$ cat src/rtl/rms_pkg.sv
`timescale 1ns / 1ps
package rms_pkg;
	localparam int MaxRecords   = 64;
	localparam int NameKeyBytes = 8;
	localparam int TagW  = 16;
	localparam int NameW = 64;
	localparam int LonW  = 25;

	typedef enum logic [3:0] {
		ST_LOAD,
		ST_INIT,
		ST_PASS,
		ST_FIND,
		ST_RDA,
		ST_CMP,
		ST_COPY,
		ST_BACK_RD,
		ST_BACK,
		ST_OUT_RD,
		ST_OUT_WAIT,
		ST_OUT
	} rms_state_t;
endpackage

$ cat src/rtl/rms_index.sv
`timescale 1ns / 1ps
// index memory holding the permutation and the merge buffer
module rms_index import rms_pkg::*; #(
	parameter int MAX_RECORDS = MaxRecords,
	localparam int AW = $clog2(MAX_RECORDS)
) (
	input  logic          clk,
	input  logic          we,
	input  logic [AW:0]   waddr,
	input  logic [AW-1:0] wdata,
	input  logic [AW:0]   raddr_a,
	input  logic [AW:0]   raddr_b,
	output logic [AW-1:0] rdata_a,
	output logic [AW-1:0] rdata_b
);
	// lower half is the scratch permutation, upper half the merge buffer
	logic [AW-1:0] idx_mem [2*MAX_RECORDS];

	always_ff @(posedge clk) begin
		if (we) begin
			idx_mem[waddr] <= wdata;
		end
		rdata_a <= idx_mem[raddr_a];
		rdata_b <= idx_mem[raddr_b];
	end
endmodule

$ cat config.mk
export PLATFORM = sky130hd
export DESIGN_NAME = rms_index
export DESIGN_NICKNAME = d
export VERILOG_FILES = /design/src/rtl/rms_pkg.sv /design/src/rtl/rms_index.sv
export SDC_FILE = /design/constraint.sdc
export NUM_CORES = 1
export LEC_CHECK = 0
export BUFFER_PORTS_ARGS = -buffer_cell sky130_fd_sc_hd__clkbuf_2
export CORE_ASPECT_RATIO = 1.5
export CORE_MARGIN = 4
export CORE_UTILIZATION = 45
export DETAILED_ROUTE_END_ITERATION = 12
export PLACE_DENSITY_LB_ADDON = 0.1
export REMOVE_ABC_BUFFERS = 1
export SLEW_MARGIN = 25
export SYNTH_ARGS = -nofsm -noshare
export SYNTH_HDL_FRONTEND = slang
export SYNTH_SLANG_ARGS = --single-unit
$ cat constraint.sdc
create_clock -name clk -period 4.8 [get_ports clk]
set_clock_uncertainty 0.2 [all_clocks]
set_input_delay 0.48 -clock clk [delete_from_list [all_inputs] [get_ports clk]]
set_output_delay 0.48 -clock clk [all_outputs]
set_load 0.03 [all_outputs]
# Word level (Yosys, flattened, before mapping)
# Memory sizes are Yosys's and may differ from the RTL's. A register that Yosys moved wholly into a read port is not among the register bits.
# Cells that the tools add are included.
# word_totals
reg_bits,0
mem_bits_rw,768
inputBits,29
out_inout_bits,12
word_cells,3
memories,1
# classes
n_mux,2
# mem_list
name,depth,word_bits,read_ports,rd_ports_with_merged_regs,write_ports,line,source
idx_mem,128,6,2,2,1,rms_index.sv:17,logic [AW-1:0] idx_mem [2*MAX_RECORDS];
# ops
op,n
$mux W1,2

# Longest topological paths before layout
# depth
word_depth,2
depth_mapped,7
mapped_depth_nobuf,4

# Worst setup path before layout
# No wires, ideal clock.
# synth_path
path_kind,input to register
from,in raddr_a[0]
to,reg rdata_a[0] (read register of idx_mem)
setup_time_ns,0.121
t_arrival_ns,2.813
required_time_ns,4.479
slack_ns,1.666
cell_stages,6
path_buffers,2
path_cell_list,clkbuf_1 clkbuf_1 mux4_2 mux4_2 mux4_2 mux2_2
# synth_rtl
element,line,source
from (decl),rms_index.sv:11,"input logic [AW:0] raddr_a,"
to (decl),rms_index.sv:13,"output logic [AW-1:0] rdata_a,"

==> impl_metrics.tcl <==
set metrics [dict create \
    status "finished, final reports clean" \
    ys_types 16 \
    area_growth_pct 11.8 \
    numCtsBuffers 77 \
    fp.dieH_um 354 \
    required_ns 5.11 \
    finalHoldViolCount 0 \
    antenna_found_initial 17 \
    grtUsageMet1 0.295 \
    grt_usage 0.246 \
    dieArea_sq_um 84700 \
    ys_seq_elements 780 \
    cts_resized 0 \
    avgSynthCellArea_sq_um 22.6 \
    hp-class "input pin to register" \
    dp_cells 2587 \
    grt_pass1_wl_um 146000 \
    wl_per_cell_um 37.5 \
    post_cts_buffers 0 \
    setup_viol 0 \
    routed_via_density 6.56 \
    maxSlewHeadroom 0.297 \
    start_util 0.456 \
    crit_arrival_ns 3.29 \
    tightest_slew_ns 1.05 \
    grt_setup_unrepaired "no" \
    use_met3 0.0482 \
    dr.pass1.iters 4 \
    ctsHoldBuffers 0 \
    netlist_area_sq_um 36000 \
    coreArea_sq_um 79000 \
    post-route-period-util 0.620 \
    root_buffer "clkbuf_16" \
    pwr_density_cell_nw_per_um2 372 \
    drtIter0Drc 1602 \
    ioPinCount 41 \
    peakVddDrop_v 0.000283 \
    rows 126 \
    setup_tns_ns 0 \
    final_common_cell "edfxtp_1" \
    max_freq_mhz 336 \
    endpoint_kind "register" \
    crit_type "input pin to register" \
    tritoncts "yes" \
    clk_pin_slew_ns 0.06 \
    grt.busiest_layer "met2" \
    gr-total-overflow 0 \
    dieWidth_um 239 \
    most-common-layout-cells "768 x edfxtp_1, 504 x mux4_2, 122 x nor2_1" \
    slew_violations 0 \
    cts.path.max_buffers 3 \
    detail-route-antenna-nets 0 \
    finalNetCount 1671 \
    path_max_fanout 31 \
    io_buffer_count 40 \
    ys_seq_area_frac 0.647 \
    drive_above_1_share 0.427 \
    globalplace.congestion 0.830 \
    yosys_warnings 0 \
    drcViolationCount 0 \
    min_period_ns 2.98 \
    crit_path_start_kind "input pin" \
    clk_latency_ns 0.63 \
    grt_max_degree 91 \
    synthCells 1591 \
    stdcell_count 2732 \
    postRouteWirelength_um 102000 \
    p_leak_nw 12.2 \
    cts_sinks 780 \
    gr-usage-met2 0.432 \
    vias 17913 \
    maxCapViolCount 0 \
    grt_pass1_vias 19322 \
    dpl.hpwl_um 69100 \
    htreeDepth 3 \
]
[Yosys cell counts]
cell	number	area, sq um
dfxtp_1	12	240
nand3_1	12	60.1
buf_1	22	82.6
nor2b_1	7	43.8
nand2_1	14	52.6
nand4_1	3	18.8
buf_4	1	7.51
buf_2	42	210
edfxtp_1	768	23100
mux4_2	504	11400
mux2_2	12	135
nand2b_1	2	12.5
nor3_1	9	45.0
clkbuf_1	60	225
nor2_1	122	458
or3_1	1	6.26
[stage by stage]
step / total power, mW / util / area (sq um) / setup slack, ns / hold slack (ns)
after CTS: 15.1 / 0.510 / 40200 / 1.78 / 0.0352
after global placement: 8.99 / 0.478 / 37700 / 1.10 / 0.698
after global routing: 15.4 / 0.510 / 40300 / 1.71 / 0.0623
after detailed placement: 9.00 / 0.478 / 37700 / 1.10 / 0.701
final: 15.0 / 0.510 / 40300 / 1.82 / 0.0676
after floorplan: 8.28 / - / 35500 / 2.37 / 0.379
[worst max-delay path, cell delays in order]
cell,delay (ns)
buf_8,0.31
buf_12,0.32
mux4_2,0.63
mux4_2,0.54
mux4_2,0.60
mux2_2,0.31
[state kept, by name (all words and copies together) (netlist names)]
| signal | flops |
|---|---|
| rdata_b | 6 |
| rdata_a | 6 |
| idx_mem | 768 |
[cell type report]
class                   instances  area, sq um
fillers                      6148        38700
clock inverters                40          419
repair buffers                 97          948
diodes                          6         15.0
clock buffers                  99         2090
flip-flops and latches        780        23300
well taps                    1024         1280
multi-input cells             686        12200
[routing by layer]
layer / wire length [um] / vias to the layer above
met4: 5010 / 14
li1: - / 7196
met1: 35700 / 9803
met2: 55200 / 688
met5: 101 / -
met3: 6410 / 212
[worst paths after layout]
check	start	end	slack (ns)	depth (start not counted)
setup / recovery	raddr_b[0]	rdata_b[2]$_DFF_P_	1.82	6
setup reg to reg	idx_mem[71][2]$_DFFE_PP_	rdata_b[2]$_DFF_P_	2.10	4
hold / removal	raddr_b[5]	rdata_b[1]$_DFF_P_	0.07	2
hold reg to reg	idx_mem[56][4]$_DFFE_PP_	rdata_b[4]$_DFF_P_	0.97	4
[where the power goes]
part | total [mW] | switching (mW) | internal, mW
registers | 7.57 | 0.0429 | 7.52
logic | 1.27 | 0.719 | 0.556
clock network | 6.15 | 2.59 | 3.57
[logic make-up (layout without fill, tap and decap cells)]
kind of cell           Yosys count  count (layout)  synth area share
DFF                            780             780             0.647
muxes                          516             516             0.319
and+or+nand+nor                170             170            0.0194
buffers and inverters          125             236            0.0146
other                            0               6                 0
Note: power is estimated with default switching activity, not from simulation.
